[src/sv/rgree_pkg.sv]
// ----------------------------------------------------------------------------
// rgree_pkg
// Shared types and constants of the polymer Rg / end-to-end accumulator.
// ----------------------------------------------------------------------------
package rgree_pkg;

  localparam int COORD_W  = 24;
  localparam int CNT_W    = 17;
  localparam int SUM_W    = 40;
  localparam int SQS_W    = 64;
  localparam int TOT_W    = 64;
  localparam int MEAN_W   = 48;
  localparam int ROOT_W   = 24;
  localparam int MASK_W   = 3;
  localparam int SQ_IN_W  = 25;
  localparam int SQ_OUT_W = 50;
  localparam int NUM_W    = 82;
  localparam int OPB_W    = 64;
  localparam int REM_W    = 34;
  localparam int DIVS_W   = 33;
  localparam int STEP_W   = 7;
  localparam int REE_W    = 51;

  localparam logic [CNT_W-1:0]  MAX_CHAIN_ATOMS = CNT_W'(65536);
  localparam logic [CNT_W-1:0]  MAX_CHAINS      = CNT_W'(65536);
  localparam logic [MASK_W-1:0] MASK_RESET      = 3'd7;
  localparam logic [MEAN_W-1:0] MEAN_MAX        = {MEAN_W{1'b1}};

  localparam logic [STEP_W-1:0] MUL_LAST  = 7'd63;
  localparam logic [STEP_W-1:0] DIV_LAST  = 7'd81;
  localparam logic [STEP_W-1:0] SQRT_LAST = 7'd23;

  typedef enum logic [1:0] {
    OP_MUL,
    OP_DIV,
    OP_SQRT
  } ser_op_e;

  typedef struct packed {
    logic    start;
    ser_op_e op;
  } ser_req_t;

  typedef enum logic [3:0] {
    ST_IDLE,
    ST_ATOM,
    ST_REE,
    ST_NSQ,
    ST_NSQW,
    ST_AXIS,
    ST_MUL_A,
    ST_MUL_B,
    ST_DIV_RG,
    ST_CLOSE,
    ST_DIV_MRG,
    ST_DIV_MREE,
    ST_SQ_RG,
    ST_SQ_REE,
    ST_OUT
  } state_e;

endpackage

[src/sv/rgree_sq.sv]
// ----------------------------------------------------------------------------
// rgree_sq
// Registered 25x25 unsigned squarer shared by atom, distance and count paths.
// ----------------------------------------------------------------------------
module rgree_sq (
  input  logic                              clk_i,
  input  logic [rgree_pkg::SQ_IN_W-1:0]     a_i,
  output logic [rgree_pkg::SQ_OUT_W-1:0]    p_o
);

  logic [rgree_pkg::SQ_OUT_W-1:0] p_q;

  always_ff @(posedge clk_i) begin
    p_q <= rgree_pkg::SQ_OUT_W'(a_i) * rgree_pkg::SQ_OUT_W'(a_i);
  end

  assign p_o = p_q;

endmodule

[config.mk]
export PLATFORM = sky130hd
export DESIGN_NAME = rgree_sq
export DESIGN_NICKNAME = d
export VERILOG_FILES = /design/src/sv/rgree_pkg.sv /design/src/sv/rgree_sq.sv
export SDC_FILE = /design/constraint.sdc
export NUM_CORES = 1
export LEC_CHECK = 0
export BUFFER_PORTS_ARGS = -buffer_cell sky130_fd_sc_hd__buf_2
export CAP_MARGIN = 10
export CORE_MARGIN = 4
export CORE_UTILIZATION = 35
export CTS_CLUSTER_DIAMETER = 60
export CTS_CLUSTER_SIZE = 25
export DETAILED_ROUTE_END_ITERATION = 7
export SLEW_MARGIN = 20
export SYNTH_ARGS = -nofsm -noshare
export SYNTH_HDL_FRONTEND = slang
export SYNTH_SLANG_ARGS = --single-unit
[constraint.sdc]
create_clock -name clk_i -period 23.4 [get_ports clk_i]
set_clock_uncertainty 0.15 [all_clocks]
set_input_delay 4.68 -clock clk_i [delete_from_list [all_inputs] [get_ports clk_i]]
set_output_delay 4.68 -clock clk_i [all_outputs]
set_load 0.005 [all_outputs]
==> summary.md <==
| Metric | Value |
|---|---|
| Min-delay worst type | `in -> reg` |
| Mapped Nets | `2732` |
| RSZ-0062 raised after global routing | `no` |
| Crit path kind | `in -> reg` |
| Seq cells post-synth | `49` |
| Area share of the largest cell type after synthesis | `49.28%` |
| Maximum achievable frequency | `84.61 MHz` |
| Final setup margin | `11.58 ns` |
| Detailed Place HPWL | `37610 µm` |
| Crit. End Element | `register` |
| Routed length on met2 | `24660 µm` |
| Register area | `980.9 µm²` |
| Area Overhead vs Synth | `6.014%` |
| Die W | `240.6 µm` |
| GRT overflow | `0` |
| Quantity of hold-fixing buffers added after cts | `0` |
| Rel. slew slack | `49.15%` |
| Initial antenna violation count | `2` |
| Gate count of the mapped netlist | `2052` |
| Clock transition at path regs | `0.08 ns` |
| Post-CTS Resized | `0` |
| Post-synth EDFFs | `0` |
| Final setup viols | `0` |
| DRT Wirelength | `45410 µm` |
| Rows | `84` |
| Total die area | `57870 µm²` |
| Post-synthesis sequential area ratio | `5.182%` |
| Max-cap violations | `0` |
| CTS Buf Count | `5` |
| Worst path slowest cell | `fa_1` |
| Iter 0 DRT Violations | `545` |
| DRC | `0` |
| Startpoint class of the critical path | `input port` |
| Synthesized area per cell | `9.225 µm²` |
| Synth Flop Type | `dfxtp_1` |
| Vert. Die Dim | `240.6 µm` |
| Routability cong. | `0.8731` |
| Critical path data arrival time | `11.91 ns` |
| Setup_tns | `0 ns` |
| Cell variety after synth | `53` |
| Largest stage delay on the critical path | `0.57 ns` |
| Max Slew Vio Count | `0` |
| Final Cycle Share | `50.51%` |
| Postcts setup bufs | `0` |
| Largest net degree at the start of global routing | `29` |
| Vias per cell | `4.738` |
| First-pass DRT Iterations | `5` |
| Status | `completed` |
| Port bufs | `74` |
| Initial core utilization | `35.67%` |
| Metal3 WL | `1651 µm` |
| Mapped Area | `18930 µm²` |
| ANT nets after route | `0` |
| Area of the multi-input gates | `15220 µm²` |
| Ys Warns | `0` |
| GRT Overall Usage | `16.39%` |
| Nets@finish | `2746` |
| DRT met1 WL | `18270 µm` |
| Vias | `13060` |
| H-Tree Depth | `2` |
| Async SR Flop Fraction | `0%` |
| Tmin final | `11.82 ns` |
| Top cells by count, synth | `655 x inv_1, 466 x fa_1, 188 x ha_1` |
| Synth area leader | `fa_1` |
| Most frequent cell after synthesis | `inv_1` |
| First-pass GRT wire length | `75020 µm` |
| Ranking of synthesized cells by area | `fa_1 49%, inv_1 13%, ha_1 12%` |
| Io pins | `76` |
| Clock tree sinks | `49` |
| CTS tree | `yes` |
| Max reg flops | `49` |
| Final Hold Fails | `0` |
| Worst EP required | `23.49 ns` |
| FILL cells | `5380` |
| Layout cell share with drive strength beyond 1 | `4.741%` |
| WL per Instance | `16.48 µm` |
| Clock Tree Buf Depth | `2` |
| CP max FO | `25` |
| Number of global-route vias before repair | `14500` |
| Post-place setup slack | `11.38 ns` |
| Pin slew with the least headroom to its limit | `0.7627 ns` |
| CTS root buffer | `clkbuf_16` |
| Core ar. | `53080 µm²` |
| Highest Signal Layer | `met4` |
==> critical path, delay by kind of cell <==
| family | cells | cell delay (ns) |
|---|---|---|
| adders and majority gates | 8 | 3.97 |
| buffers and inverters | 8 | 0.90 |
| xor gates and xnor gates | 1 | 0.15 |
| and+or+nand+nor | 3 | 0.56 |
| AOI/OAI and AO/OA | 5 | 1.61 |
==> area by class of cell <==
type,instances,area share [%]
multi-input cells,1280,75.82
inverters,655,12.25
flip-flops and latches,49,4.888
well taps,688,4.289
repair buffers,75,1.883
clock buffers,5,0.6234
clock inverters,3,0.2369
diodes,1,0.01247
==> routing by layer <==
metal  vias up  track usage [%]
met5         -                0
met2       250            30.92
met3        56            2.045
met4         0            2.868
met1      6812            20.38
li1       5941                -
==> worst paths after layout <==
kind	from	endpoint	slack (ns)	cells after the start
setup / recovery	a_i[14]	p_o[46]	11.58	25
hold / removal	a_i[0]	p_o[0]	4.65	2
==> logic make-up (layout without fill, tap and decap cells) <==
logic type | count (synthesis) | after routing | synth area share, %
buffers and inverters | 723 | 738 | 14.44
xor gates and xnor gates | 56 | 56 | 2.591
and+or+nand+nor | 419 | 419 | 10.76
other | 1 | 2 | 0.01981
DFF | 49 | 49 | 5.182
AOI/OAI and AO/OA | 148 | 148 | 5.189
adders and majority gates | 654 | 654 | 61.71
muxes | 2 | 2 | 0.1124
==> layout by cell type, fill, tap and decap left out, types with 22 or more instances in the layout <==
cell / instances
xnor2_1: 36
inv_1: 655
nand2_1: 181
and2_1: 131
o21ai_0: 22
nor2_1: 43
buf_2: 74
ha_1: 188
a21o_1: 32
dfxtp_1: 49
a21oi_1: 46
fa_1: 466
==> metrics by stage <==
stage	instance area [µm²]	util [%]	cells	hold WS (ns)
floorplan	18930	-	2052	4.558
global placement	19890	37.48	2747	4.914
detailed placement	19890	37.48	2747	4.905
CTS	20070	37.81	2755	4.631
global route	20070	37.81	2755	4.645
finish	20070	37.81	2756	4.645
Power is not shown: default switching activity piles up to over one toggle a cycle in this logic, so the estimate is an artifact.
