File: src/sv/rgree_pkg.sv
// ----------------------------------------------------------------------------
// rgree_pkg
// Shared types and constants of the polymer Rg / end-to-end accumulator.
// ----------------------------------------------------------------------------
package rgree_pkg;

  localparam int COORD_W  = 24;
  localparam int CNT_W    = 17;
  localparam int SUM_W    = 40;
  localparam int SQS_W    = 64;
  localparam int TOT_W    = 64;
  localparam int MEAN_W   = 48;
  localparam int ROOT_W   = 24;
  localparam int MASK_W   = 3;
  localparam int SQ_IN_W  = 25;
  localparam int SQ_OUT_W = 50;
  localparam int NUM_W    = 82;
  localparam int OPB_W    = 64;
  localparam int REM_W    = 34;
  localparam int DIVS_W   = 33;
  localparam int STEP_W   = 7;
  localparam int REE_W    = 51;

  localparam logic [CNT_W-1:0]  MAX_CHAIN_ATOMS = CNT_W'(65536);
  localparam logic [CNT_W-1:0]  MAX_CHAINS      = CNT_W'(65536);
  localparam logic [MASK_W-1:0] MASK_RESET      = 3'd7;
  localparam logic [MEAN_W-1:0] MEAN_MAX        = {MEAN_W{1'b1}};

  localparam logic [STEP_W-1:0] MUL_LAST  = 7'd63;
  localparam logic [STEP_W-1:0] DIV_LAST  = 7'd81;
  localparam logic [STEP_W-1:0] SQRT_LAST = 7'd23;

  typedef enum logic [1:0] {
    OP_MUL,
    OP_DIV,
    OP_SQRT
  } ser_op_e;

  typedef struct packed {
    logic    start;
    ser_op_e op;
  } ser_req_t;

  typedef enum logic [3:0] {
    ST_IDLE,
    ST_ATOM,
    ST_REE,
    ST_NSQ,
    ST_NSQW,
    ST_AXIS,
    ST_MUL_A,
    ST_MUL_B,
    ST_DIV_RG,
    ST_CLOSE,
    ST_DIV_MRG,
    ST_DIV_MREE,
    ST_SQ_RG,
    ST_SQ_REE,
    ST_OUT
  } state_e;

endpackage

File: src/sv/rgree_ser.sv
// ----------------------------------------------------------------------------
// rgree_ser
// Bit-serial shift/add/subtract unit: multiply (64 steps), restoring divide
// (82 steps) and floor square root (24 steps).
// ----------------------------------------------------------------------------
module rgree_ser (
  input  logic                            clk_i,
  input  logic                            rst_ni,
  input  rgree_pkg::ser_req_t             req_i,
  input  logic [rgree_pkg::NUM_W-1:0]     a_i,
  input  logic [rgree_pkg::OPB_W-1:0]     b_i,
  output logic                            done_o,
  output logic [rgree_pkg::NUM_W-1:0]     res_o
);

  logic                              busy_q, done_q;
  logic [rgree_pkg::STEP_W-1:0]      cnt_q;
  logic [rgree_pkg::STEP_W-1:0]      last;
  rgree_pkg::ser_op_e                op_q;
  logic [rgree_pkg::NUM_W-1:0]       x_q, x_d, y_q, y_d;
  logic [rgree_pkg::OPB_W-1:0]       b_q, b_d;
  logic [rgree_pkg::REM_W-1:0]       r_q, r_d;
  logic                              load;
  logic [rgree_pkg::REM_W-1:0]       dsh;
  logic                              dge;
  logic [27:0]                       rem, trial, sdiff;
  logic                              sge;

  assign load = req_i.start && !busy_q && !done_q;

  always_comb begin
    case (op_q)
      rgree_pkg::OP_MUL:  last = rgree_pkg::MUL_LAST;
      rgree_pkg::OP_DIV:  last = rgree_pkg::DIV_LAST;
      rgree_pkg::OP_SQRT: last = rgree_pkg::SQRT_LAST;
      default:            last = '0;
    endcase
  end

  always_ff @(posedge clk_i or negedge rst_ni) begin
    if (!rst_ni) begin
      busy_q <= 1'b0;
      done_q <= 1'b0;
      cnt_q  <= '0;
      op_q   <= rgree_pkg::OP_MUL;
    end else if (load) begin
      busy_q <= 1'b1;
      done_q <= 1'b0;
      cnt_q  <= '0;
      op_q   <= req_i.op;
    end else if (busy_q) begin
      cnt_q <= cnt_q + 7'd1;
      if (cnt_q == last) begin
        busy_q <= 1'b0;
        done_q <= 1'b1;
      end
    end else begin
      done_q <= 1'b0;
    end
  end

  // one step of the selected operation
  always_comb begin
    dsh   = {r_q[rgree_pkg::REM_W-2:0], x_q[rgree_pkg::NUM_W-1]};
    dge   = dsh >= {1'b0, b_q[rgree_pkg::DIVS_W-1:0]};
    rem   = {r_q[25:0], x_q[47:46]};
    trial = {2'b00, b_q[23:0], 2'b01};
    sge   = rem >= trial;
    sdiff = rem - trial;
    x_d   = x_q;
    y_d   = y_q;
    b_d   = b_q;
    r_d   = r_q;
    case (op_q)
      rgree_pkg::OP_MUL: begin
        x_d = b_q[0] ? x_q + y_q : x_q;
        y_d = {y_q[rgree_pkg::NUM_W-2:0], 1'b0};
        b_d = {1'b0, b_q[rgree_pkg::OPB_W-1:1]};
      end
      rgree_pkg::OP_DIV: begin
        r_d = dge ? dsh - {1'b0, b_q[rgree_pkg::DIVS_W-1:0]} : dsh;
        x_d = {x_q[rgree_pkg::NUM_W-2:0], dge};
      end
      rgree_pkg::OP_SQRT: begin
        r_d = {8'b0, sge ? sdiff[25:0] : rem[25:0]};
        x_d = {x_q[rgree_pkg::NUM_W-3:0], 2'b00};
        b_d = {b_q[rgree_pkg::OPB_W-2:0], sge};
      end
      default: begin
        x_d = x_q;
      end
    endcase
  end

  always_ff @(posedge clk_i) begin
    if (load) begin
      x_q <= (req_i.op == rgree_pkg::OP_MUL) ? '0 : a_i;
      y_q <= a_i;
      b_q <= (req_i.op == rgree_pkg::OP_SQRT) ? '0 : b_i;
      r_q <= '0;
    end else if (busy_q) begin
      x_q <= x_d;
      y_q <= y_d;
      b_q <= b_d;
      r_q <= r_d;
    end
  end

  assign done_o = done_q;
  assign res_o  = (op_q == rgree_pkg::OP_SQRT) ?
                  rgree_pkg::NUM_W'(b_q[rgree_pkg::ROOT_W-1:0]) : x_q;

endmodule

File: config.mk
export PLATFORM = sky130hd
export DESIGN_NAME = rgree_ser
export DESIGN_NICKNAME = d
export VERILOG_FILES = /design/src/sv/rgree_pkg.sv /design/src/sv/rgree_ser.sv
export SDC_FILE = /design/constraint.sdc
export NUM_CORES = 1
export LEC_CHECK = 0
export BUFFER_PORTS_ARGS = -buffer_cell sky130_fd_sc_hd__buf_2
export CAP_MARGIN = 20
export CORE_ASPECT_RATIO = 1.5
export CORE_MARGIN = 2
export CORE_UTILIZATION = 45
export DETAILED_ROUTE_END_ITERATION = 10
export PLACE_DENSITY = 0.62
export SKIP_CTS_REPAIR_TIMING = 1
export SYNTH_ARGS = -nofsm -noshare
export SYNTH_HDL_FRONTEND = slang
export SYNTH_SLANG_ARGS = --single-unit
File: constraint.sdc
create_clock -name clk_i -period 8.7 [get_ports clk_i]
set_clock_uncertainty 0.1 [all_clocks]
set_input_delay 0.435 -clock clk_i [delete_from_list [all_inputs] [get_ports clk_i]]
set_output_delay 0.435 -clock clk_i [all_outputs]
set_load 0.02 [all_outputs]
==> impl_results.md, run 1 <==
- Status: finished, final reports clean
- Fmax: between 200 and 250 MHz
- Mapped cell area: around 0.022 mm²
- Root Buffer Master: clkbuf_16
- Pins Over Slew Limit: 0
- Synth Instances: 2628
- Synth top area cells: edfxtp_1, ha_1, nand2_1
- P&R area growth vs syn: 12.1%
- Synth Area per Inst: 8.43 µm²
- Worst-Skew Late Latency: 0.60 ns
- Sequential cell area fraction in the yosys report: 35.1%
- Total negative slack: 0 ns
- Die Ht: about 280 µm
- Register Area: just under 0.008 mm²
- Port-buffer cells: 233
- Most used cell, CP: a211oi_1
- Crit-path cells: ha_1 -> fa_1 -> a211oi_1 -> o21bai_1 -> a31oi_1 -> a211oi_1 -> a211oi_1 -> o21a_1 -> o21ai_2 -> nand2_1 -> o41ai_2 -> xnor2_1 -> o22ai_1
- Top cells by count, synth: nand2_1, a21oi_1, edfxtp_1
- Reg2reg setup slack: between 4 and 5 ns
- Critical hold path startpoint: b_i[6]
- Max-Cap Viols: 0
- Chip width: 185 µm
- First-pass GRT wire length: roughly 110000 µm
- Num CTS Buffers: 31
- IO Pins: 234
- Vias per cell: around 6
- Final hold violation count: 0
- R2R depth: 13
- Initial antenna violation count: 5
- Clock sink count: ~270
- Multi-input gate area: around 0.014 mm²
- Die area: approximately 0.05 mm²
- Drc violations: 0
- Row count: 99
- Critical-path top delay cell: a211oi_1
- Post-DRT Antenna Nets: 0
- CTS tree: built
- Post-synth top area share: 30.9%
- Hold endpoint: b_q[6]$_DFFE_PP_
- GRT overflow: 0
- Clk buf depth: 3
- Largest net degree at the start of global routing: 170
- Largest stage delay, worst path: a little under 0.6 ns
- Main synth FF type: edfxtp_1
- Final GP Congestion: 0.964
- Synth Net Count: 2926
- YS warnings: 0
- Slew headroom: about 31%
- Worst reg2reg startpoint: x_q[0]$_DFFE_PP_
- Final Cycle Share: 49.6%
- Nets: between 3000 and 4000
- FILL cells: 4687
- Synthesized flop and latch total: 272
- Critical path type: register to register
- Initial core utilization: between 40 and 50%
- Slew @ Worst Pin: between 1 and 1.5 ns
- Total Wirelength: roughly 70000 µm
- Unrepaired setup endpoints after global routing: false
- Fin crit period: between 4 and 5 ns
- DRT Pass-1 Iters: 7
- Arrival @ worst endpoint: between 4 and 5 ns
- Dpl hpwl: approximately 50000 µm
- H-Tree Depth: 1
- GR Util All Layers: between 20% and 30%
- WL/cell: roughly 20 µm
- Worst Hold Path Cells: 3
- Crit start category: register
- Hold Path Class: input port to register
- Worst R2R End: x_q[80]$_DFFE_PP_
- Synth cell types: 84
- Crit-path max FO: 4
- Worst-path clk slew: ~0.060 ns
- Layout cells sized above 1: a little over an eighth
- Critical path required time: ~9 ns
- Synth area leader: edfxtp_1
- Vias in the first global route: 20500
- CP Capture Type: register
- Setup-failing EPs final: 0
- Via count: a little over 20000
- DR iter-0 viols: roughly 1800
- Most instantiated library cell after synthesis: nand2_1
- Post-synth EDFFs: around 230
- FFs w/ async S/R, synth: under 10%
- Core outline area: just under 0.05 mm²
-- cell type report --
cell class | instances | area share (%)
diodes | 3 | 0.0302
clock buffers | 36 | 3.20
clock inverters | 21 | 0.977
inverters | 82 | 1.24
multi-input cells | 2114 | 54.4
flip-flops and latches | 272 | 31.3
well taps | 656 | 3.30
repair buffers | 256 | 5.51
-- metrics by stage --
| step | instances | setup WS [ns] | instance area (µm²) | hold WS, ns | utilization, % |
|---|---|---|---|---|---|
| 6_report | 3440 | 4.38 | 24800 | 0.0110 | 51.0 |
| 5_1_grt | 3440 | 4.11 | 24800 | 0.00148 | 51.0 |
| 3_5_place_dp | 3378 | 4.45 | 23800 | 0.219 | 48.8 |
| 2_1_floorplan | 2628 | 0.775 | 22200 | 0.0394 | - |
| 4_1_cts | 3435 | 4.44 | 24800 | -0.413 | 51.0 |
| 3_3_place_gp | 3378 | 4.52 | 23800 | 0.219 | 48.8 |
-- layer usage --
metal  vias up  part of all wire (%)  track usage (%)
met2       717                    51             48.2
met1      9807                    40             31.8
li1       9982                     -                -
met3       152                   5.2             2.78
met4         4                   3.6             10.3
met5         -                 0.035                0
-- registers in the layout, indices dropped and copies added (netlist names) --
| signal | flops |
|---|---|
| x_q | 82 |
| b_q | 64 |
| cnt_q | 7 |
| op_q | 2 |
| y_q | 82 |
| done_o | 1 |
| r_q | 33 |
| busy_q | 1 |
-- worst max-delay path, delay by kind of cell, from the launching register on --
family	cells	cell delay [ns]
compound gates	9	2.44
xor+xnor	1	0.16
fa+ha+maj	2	0.68
flops	1	0.43
simple gates	1	0.20
-- layout by cell type (no fill, tap or decap), types with 31 or more instances in the layout --
master	instances
inv_1	81
nand2_1	456
a21oi_1	318
dfxtp_1	33
edfxtp_1	228
nand3_1	61
a222oi_1	33
nor2b_1	67
xor2_1	45
nor2_1	113
buf_2	233
ha_1	144
nand4_1	36
o21bai_1	35
clkbuf_16	31
o21ai_0	218
a21o_1	60
xnor2_1	82
a221oi_1	33
mux2i_1	78
-- how the worst max path moves through the flow --
stage,start,to,slack (ns),cells after the start
global route,x_q[81]$_DFFE_PP_,r_q[22]$_SDFFE_PP0P_,4.11,15
CTS,b_q[0]$_DFFE_PP_,r_q[22]$_SDFFE_PP0P_,4.44,14
finish,x_q[0]$_DFFE_PP_,x_q[80]$_DFFE_PP_,4.38,13
detailed placement,b_q[0]$_DFFE_PP_,r_q[22]$_SDFFE_PP0P_,4.45,14
floorplan,op_q[0]$_DFFE_PN0P_,x_q[0]$_DFFE_PP_,0.78,7
global placement,b_q[0]$_DFFE_PP_,r_q[22]$_SDFFE_PP0P_,4.52,14
-- kinds of logic after synthesis --
logic type                 after synthesis  share of synthesized area (%)
AOI/OAI and AO/OA                      898                           25.3
xor gates and xnor gates               127                           5.02
adders and majority gates              147                           8.37
buffers and inverters                  242                           4.26
DFF                                    272                           35.1
muxes                                  106                           4.95
and+or+nand+nor                        836                           17.0
Power of run 1 is not shown: default switching activity piles up to over one toggle a cycle in this logic, so the estimate is an artifact.
==> inputs of run 2 (changes only) <==
--- a/config.mk
+++ b/config.mk
@@ -11,7 +11,7 @@
 export CORE_MARGIN = 2
 export CORE_UTILIZATION = 45
 export DETAILED_ROUTE_END_ITERATION = 10
-export PLACE_DENSITY = 0.62
+export PLACE_DENSITY = 0.64
 export SKIP_CTS_REPAIR_TIMING = 1
 export SYNTH_ARGS = -nofsm -noshare
 export SYNTH_HDL_FRONTEND = slang
==> constraint.sdc (replaced) <==
create_clock -name clk_i -period 3.8 [get_ports clk_i]
set_clock_uncertainty 0.1 [all_clocks]
set_input_delay 0.19 -clock clk_i [delete_from_list [all_inputs] [get_ports clk_i]]
set_output_delay 0.19 -clock clk_i [all_outputs]
set_load 0.02 [all_outputs]
==> impl_results.md, run 2 (same netlist as run 1, synthesis figures left out) <==
- Drc violations: 0 (unchanged)
- Setup-failing EPs final: 0 (unchanged)
- Worst Hold Path Cells: 4 (was 3)
- Pins Over Slew Limit: 0 (unchanged)
- Crit-path cells: ha_1 -> a41o_1 -> a211o_1 -> a22oi_1 -> o21ba_2 -> nor2_1 -> o21ai_2 -> a21bo_2 -> a21o_1 -> a21bo_2 -> xnor2_1 -> o22ai_1 (was ha_1 -> fa_1 -> a211oi_1 -> o21bai_1 -> a31oi_1 -> a211oi_1 -> a211oi_1 -> o21a_1 -> o21ai_2 -> nand2_1 -> o41ai_2 -> xnor2_1 -> o22ai_1)
- Fmax: 271 MHz (was 232 MHz)
- Chip width: 185 µm (unchanged)
- Critical hold path startpoint: req_i[0] (was b_i[6])
- Num CTS Buffers: 30 (was 31)
- Most frequent cells in the layout: nand2_1, a21oi_1, buf_2 (unchanged)
- CP startpoint: x_q[30]$_DFFE_PP_ (was x_q[0]$_DFFE_PP_)
- Nets: 3293 (was 3055)
- Worst-Skew Late Latency: 0.60 ns (about the same)
- IO Pins: 234 (unchanged)
- Most common cell after layout, fill and taps aside: nand2_1 (unchanged)
- Fin crit period: 3.69 ns (was 4.32 ns)
- Total negative slack: 0 ns (unchanged)
- Row count: 99 (unchanged)
- Crit-path max FO: 8 (was 4)
- CP Capture Type: register (unchanged)
- Arrival @ worst endpoint: 3.92 ns (was 4.52 ns)
- Largest net degree at the start of global routing: 107 (was 170)
- Vias in the first global route: 21000 (was 20500)
- Critical-path top delay cell: edfxtp_1 (was a211oi_1)
- Clock sink count: 272 (unchanged)
- Root Buffer Master: clkbuf_16 (unchanged)
- Die area: 0.0511 mm² (unchanged)
- Slew headroom: 34.0% (was 31.3%)
- Final hold violation count: 0 (unchanged)
- Max-Cap Viols: 0 (unchanged)
- First-pass GRT wire length: 113000 µm (was 108000 µm)
- Status: finished, final reports clean (unchanged)
- Vias per cell: 5.98 (was 6.01)
- Port-buffer cells: 233 (unchanged)
- Initial antenna violation count: 2 (was 5)
- WL/cell: 20.5 µm (was 20.2 µm)
- Via count: 22000 (was 20700)
- Critical path required time: 4.03 ns (was 8.90 ns)
- GR Util All Layers: 27.9% (was 26.5%)
- Total Wirelength: 75500 µm (was 69500 µm)
- P&R area growth vs syn: 23.1% (was 12.1%)
- Core outline area: 0.0487 mm² (unchanged)
- H-Tree Depth: 1 (unchanged)
- Initial core utilization: 45.5% (unchanged)
- Layout cells sized above 1: 15.7% (was 13.1%)
- Final GP Congestion: 0.951 (was 0.964)
- Hold Path Class: input port to register (unchanged)
- Clk buf depth: 3 (unchanged)
- Largest regs: x_q x82, y_q x82, b_q x64 (unchanged)
- Post-DRT Antenna Nets: 0 (unchanged)
- Worst reg2reg startpoint: x_q[30]$_DFFE_PP_ (was x_q[0]$_DFFE_PP_)
- CTS tree: built (unchanged)
- Most used cell, CP: a21bo_2 (was a211oi_1)
- DR iter-0 viols: 1810 (was 1830)
- Critical path type: register to register (unchanged)
- Dpl hpwl: 54700 µm (was 50100 µm)
- Largest stage delay, worst path: 0.47 ns (was 0.59 ns)
- Slew @ Worst Pin: 0.990 ns (was 1.03 ns)
- Final Cycle Share: 97.1% (was 49.6%)
- GRT overflow: 0 (unchanged)
- DRT Pass-1 Iters: 7 (unchanged)
- Worst-path clk slew: 0.07 ns (was 0.06 ns)
- Crit start category: register (unchanged)
- Die Ht: 276 µm (unchanged)
- R2R depth: 12 (was 13)
==> run 2: cell types whose count changed in the layout (fill, tap and decap cells not counted), sizes merged <==
| cell | before | now |
|---|---|---|
| buf | 254 | 343 |
| bufinv | 5 | 4 |
| clkbuf | 36 | 40 |
| clkinv | 10 | 7 |
| clkinvlp | 4 | 5 |
| diode | 3 | 2 |
| dlygate4sd3 | 2 | 151 |
| inv | 84 | 83 |
==> run 2: final timing paths <==
kind,slack [ns],endpoint
max in group asynchronous,2.73,cnt_q[0]$_DFFE_PN0P_
worst max-delay path,0.11,x_q[70]$_DFFE_PP_
worst max register to register,0.11,x_q[70]$_DFFE_PP_
min in group asynchronous,0.53,cnt_q[3]$_DFFE_PN0P_
worst min register to register,0.40,done_o$_DFFE_PN0P_
worst min-delay path,0.30,op_q[0]$_DFFE_PN0P_
==> run 2: final cells by class <==
type / count / area [µm²]
clock inverters: 17 / 201
inverters: 82 / 308
diodes: 2 / 5.00
flip-flops and latches: 272 / 7780
repair buffers: 495 / 3690
multi-input cells: 2114 / 13600
well taps: 656 / 821
clock buffers: 39 / 826
fillers: 4422 / 21400
==> run 2: layer usage <==
metal  global-route usage (%)  part of all wire [%]  vias up
li1                         -                     -    10500
met1                     32.9                    39    10500
met2                     51.6                    52      817
met3                     2.40                   4.9      188
met4                     11.5                   4.4        0
met5                        0                     0        -
==> run 2: through the flow <==
step / cell area (µm²) / hold WS [ns] / std cells / worst slack, ns / utilization, %
final: 27300 / 0.303 / 3677 / 0.110 / 56.0
after global routing: 27300 / 0.316 / 3677 / -0.0220 / 56.0
after CTS: 25500 / -0.650 / 3518 / -0.0566 / 52.5
after detailed placement: 24500 / -0.0283 / 3462 / 0.00282 / 50.4
after global placement: 24500 / -0.0260 / 3461 / 0.0117 / 50.3
after floorplan: 22200 / -0.206 / 2628 / -0.0540 / -
==> run 2: worst max-delay path, delay by kind of cell (launching register included) <==
family / cells / cell delay [ns]
compound gates: 9 / 2.04
fa+ha+maj: 1 / 0.46
simple gates: 1 / 0.12
xor+xnor: 1 / 0.21
flops: 1 / 0.47
Power of run 2 is left out for the same reason.
==> inputs of run 3 (changes only) <==
--- a/config.mk
+++ b/config.mk
@@ -9,9 +9,9 @@
 export CAP_MARGIN = 20
 export CORE_ASPECT_RATIO = 1.5
 export CORE_MARGIN = 2
-export CORE_UTILIZATION = 45
+export CORE_UTILIZATION = 50
 export DETAILED_ROUTE_END_ITERATION = 10
-export PLACE_DENSITY = 0.64
+export PLACE_DENSITY = 0.7
 export SKIP_CTS_REPAIR_TIMING = 1
 export SYNTH_ARGS = -nofsm -noshare
 export SYNTH_HDL_FRONTEND = slang
==> impl_results.md, run 3 (same netlist as run 1, synthesis figures left out) <==
- Vias in the first global route: 21400 (was 21000)
- Port-buffer cells: 233 (unchanged)
- Setup WS pre-CTS: -0.0633 ns (was 0.00282 ns)
- Critical path type: register to register (unchanged)
- GR Util All Layers: 30.7% (was 27.9%)
- Dpl hpwl: 54500 µm (was 54700 µm)
- Fmax: 272 MHz (was 271 MHz)
- Worst Hold Path Cells: 4 (unchanged)
- FILL cells: 3799 (was 4422)
- P&R area growth vs syn: 22.5% (was 23.1%)
- Worst Setup Slack, final: 0.119 ns (was 0.110 ns)
- Clk buf depth: 3 (unchanged)
- Vias per cell: 6.20 (was 5.98)
- Pins Over Slew Limit: 0 (unchanged)
- R2R depth: 12 (unchanged)
- Setup-failing EPs final: 0 (unchanged)
- Slew headroom: 37.6% (was 34.0%)
- Critical-path top delay cell: edfxtp_1 (unchanged)
- Status: finished, final reports clean (unchanged)
- Largest regs: x_q x82, y_q x82, b_q x64 (unchanged)
- Clock sink count: 272 (unchanged)
- Row count: 94 (was 99)
- CTS tree: built (unchanged)
- Worst-Skew Late Latency: 0.60 ns (about the same)
- Largest net degree at the start of global routing: 110 (was 107)
- Crit-path cells: ha_1 -> a21oi_1 -> o21a_1 -> o22ai_1 -> a211oi_1 -> o21ai_1 -> o21bai_1 -> nor3b_4 -> nor2_4 -> a21boi_0 -> xor2_1 -> o221ai_1 (was ha_1 -> a41o_1 -> a211o_1 -> a22oi_1 -> o21ba_2 -> nor2_1 -> o21ai_2 -> a21bo_2 -> a21o_1 -> a21bo_2 -> xnor2_1 -> o22ai_1)
- Final GP Congestion: 0.984 (was 0.951)
- Critical path required time: 4.01 ns (was 4.03 ns)
- First-pass GRT wire length: 114000 µm (was 113000 µm)
- Setup crit end: x_q[69]$_DFFE_PP_ (was x_q[70]$_DFFE_PP_)
- Root Buffer Master: clkbuf_16 (unchanged)
- Total Wirelength: 75300 µm (was 75500 µm)
- Final hold violation count: 0 (unchanged)
- Arrival @ worst endpoint: 3.89 ns (was 3.92 ns)
- GRT overflow: 0 (unchanged)
- CP Capture Type: register (unchanged)
- Num CTS Buffers: 29 (was 30)
- CP startpoint: x_q[16]$_DFFE_PP_ (was x_q[30]$_DFFE_PP_)
- Fin crit period: 3.68 ns (was 3.69 ns)
- Most common cell after layout, fill and taps aside: nand2_1 (unchanged)
- Initial antenna violation count: 1 (was 2)
- Layout cells sized above 1: 15.8% (was 15.7%)
- Core outline area: 0.0438 mm² (was 0.0487 mm²)
- Unrepaired setup endpoints after global routing: true
- Crit-path max FO: 5 (was 8)
- Final Cycle Share: 96.9% (was 97.1%)
- Reg2reg setup slack: 0.12 ns (was 0.11 ns)
- Worst R2R End: x_q[69]$_DFFE_PP_ (was x_q[70]$_DFFE_PP_)
- IO Pins: 234 (unchanged)
- DR iter-0 viols: 2231 (was 1810)
- H-Tree Depth: 1 (unchanged)
- Slew @ Worst Pin: 0.936 ns (was 0.990 ns)
- WL/cell: 21.0 µm (was 20.5 µm)
- Die Ht: 262 µm (was 276 µm)
- Hold Path Class: input port to register (unchanged)
- DRT Pass-1 Iters: 9 (was 7)
- Worst reg2reg startpoint: x_q[16]$_DFFE_PP_ (was x_q[30]$_DFFE_PP_)
- Worst-path clk slew: 0.06 ns (was 0.07 ns)
- Initial core utilization: 50.6% (was 45.5%)
- Chip width: 176 µm (was 185 µm)
- Nets: 3287 (was 3293)
- Largest stage delay, worst path: 0.50 ns (was 0.47 ns)
- Die area: 0.0460 mm² (was 0.0511 mm²)
- Post-DRT Antenna Nets: 0 (unchanged)
- Via count: 22200 (was 22000)
- Most frequent cells in the layout: nand2_1, a21oi_1, buf_2 (unchanged)
- Drc violations: 0 (unchanged)
- Max-Cap Viols: 0 (unchanged)
- Crit start category: register (unchanged)
## run 3: changes by cell type in the layout (fill, tap and decap cells not counted), moves of 2 or more
cell,delta
buf_12,+2
clkbuf_16,-3
a31oi_1,+2
clkinv_2,+3
a31oi_2,-3
clkinvlp_4,-2
ha_1,-2
o41ai_1,-2
ha_2,+2
buf_4,-8
o21ai_0,-2
clkbuf_1,-2
## run 3: routing by layer
metal | wire length [µm] | vias up | global-route usage, %
li1 | - | 10400 | -
met1 | 28700 | 10600 | 35.9
met2 | 38300 | 928 | 55.8
met3 | 4030 | 240 | 2.75
met4 | 4210 | 0 | 16.2
met5 | 0 | - | 0
## run 3: through the flow
stage                     util (%)  area, µm²  setup TNS, ns  std cells  hold slack, ns
after global placement        55.7      24400              0       3376         -0.0315
final                         62.0      27100              0       3589           0.308
after floorplan                  -      22200          -4.43       2628          -0.206
after global routing          62.0      27100       -0.00957       3589           0.333
after detailed placement      55.7      24400         -0.218       3376         -0.0285
after CTS                     58.0      25400         -0.344       3430          -0.648
## run 3: critical path, delay by kind of cell (launching register included)
family	cells	cell delay, ns
AOI/OAI and AO/OA	8	1.74
xor gates and xnor gates	1	0.17
adders and majority gates	1	0.41
DFF	1	0.50
and+or+nand+nor	2	0.47
## run 3: area by class of cell
class | count | area [µm²] | share of cell area, %
antenna | 1 | 2.50 | 0.00922
clock buffer | 36 | 782 | 2.88
clock inverter | 18 | 196 | 0.724
inverter | 82 | 308 | 1.13
multi-input combinational | 2114 | 13700 | 50.5
sequential | 272 | 7780 | 28.7
tap | 576 | 721 | 2.65
timing repair buffer | 490 | 3660 | 13.5
## run 3: worst min path at each step
stage                  start                    to  slack, ns
finish              req_i[0]   op_q[0]$_DFFE_PN0P_       0.31
global route         a_i[74]     y_q[74]$_DFFE_PP_       0.33
detailed placement    rst_ni      busy_q$_DFF_PN0_      -0.03
floorplan             rst_ni      busy_q$_DFF_PN0_      -0.21
CTS                   rst_ni  cnt_q[2]$_DFFE_PN0P_      -0.65
global placement      rst_ni  cnt_q[2]$_DFFE_PN0P_      -0.03
Power of run 3 is left out for the same reason.
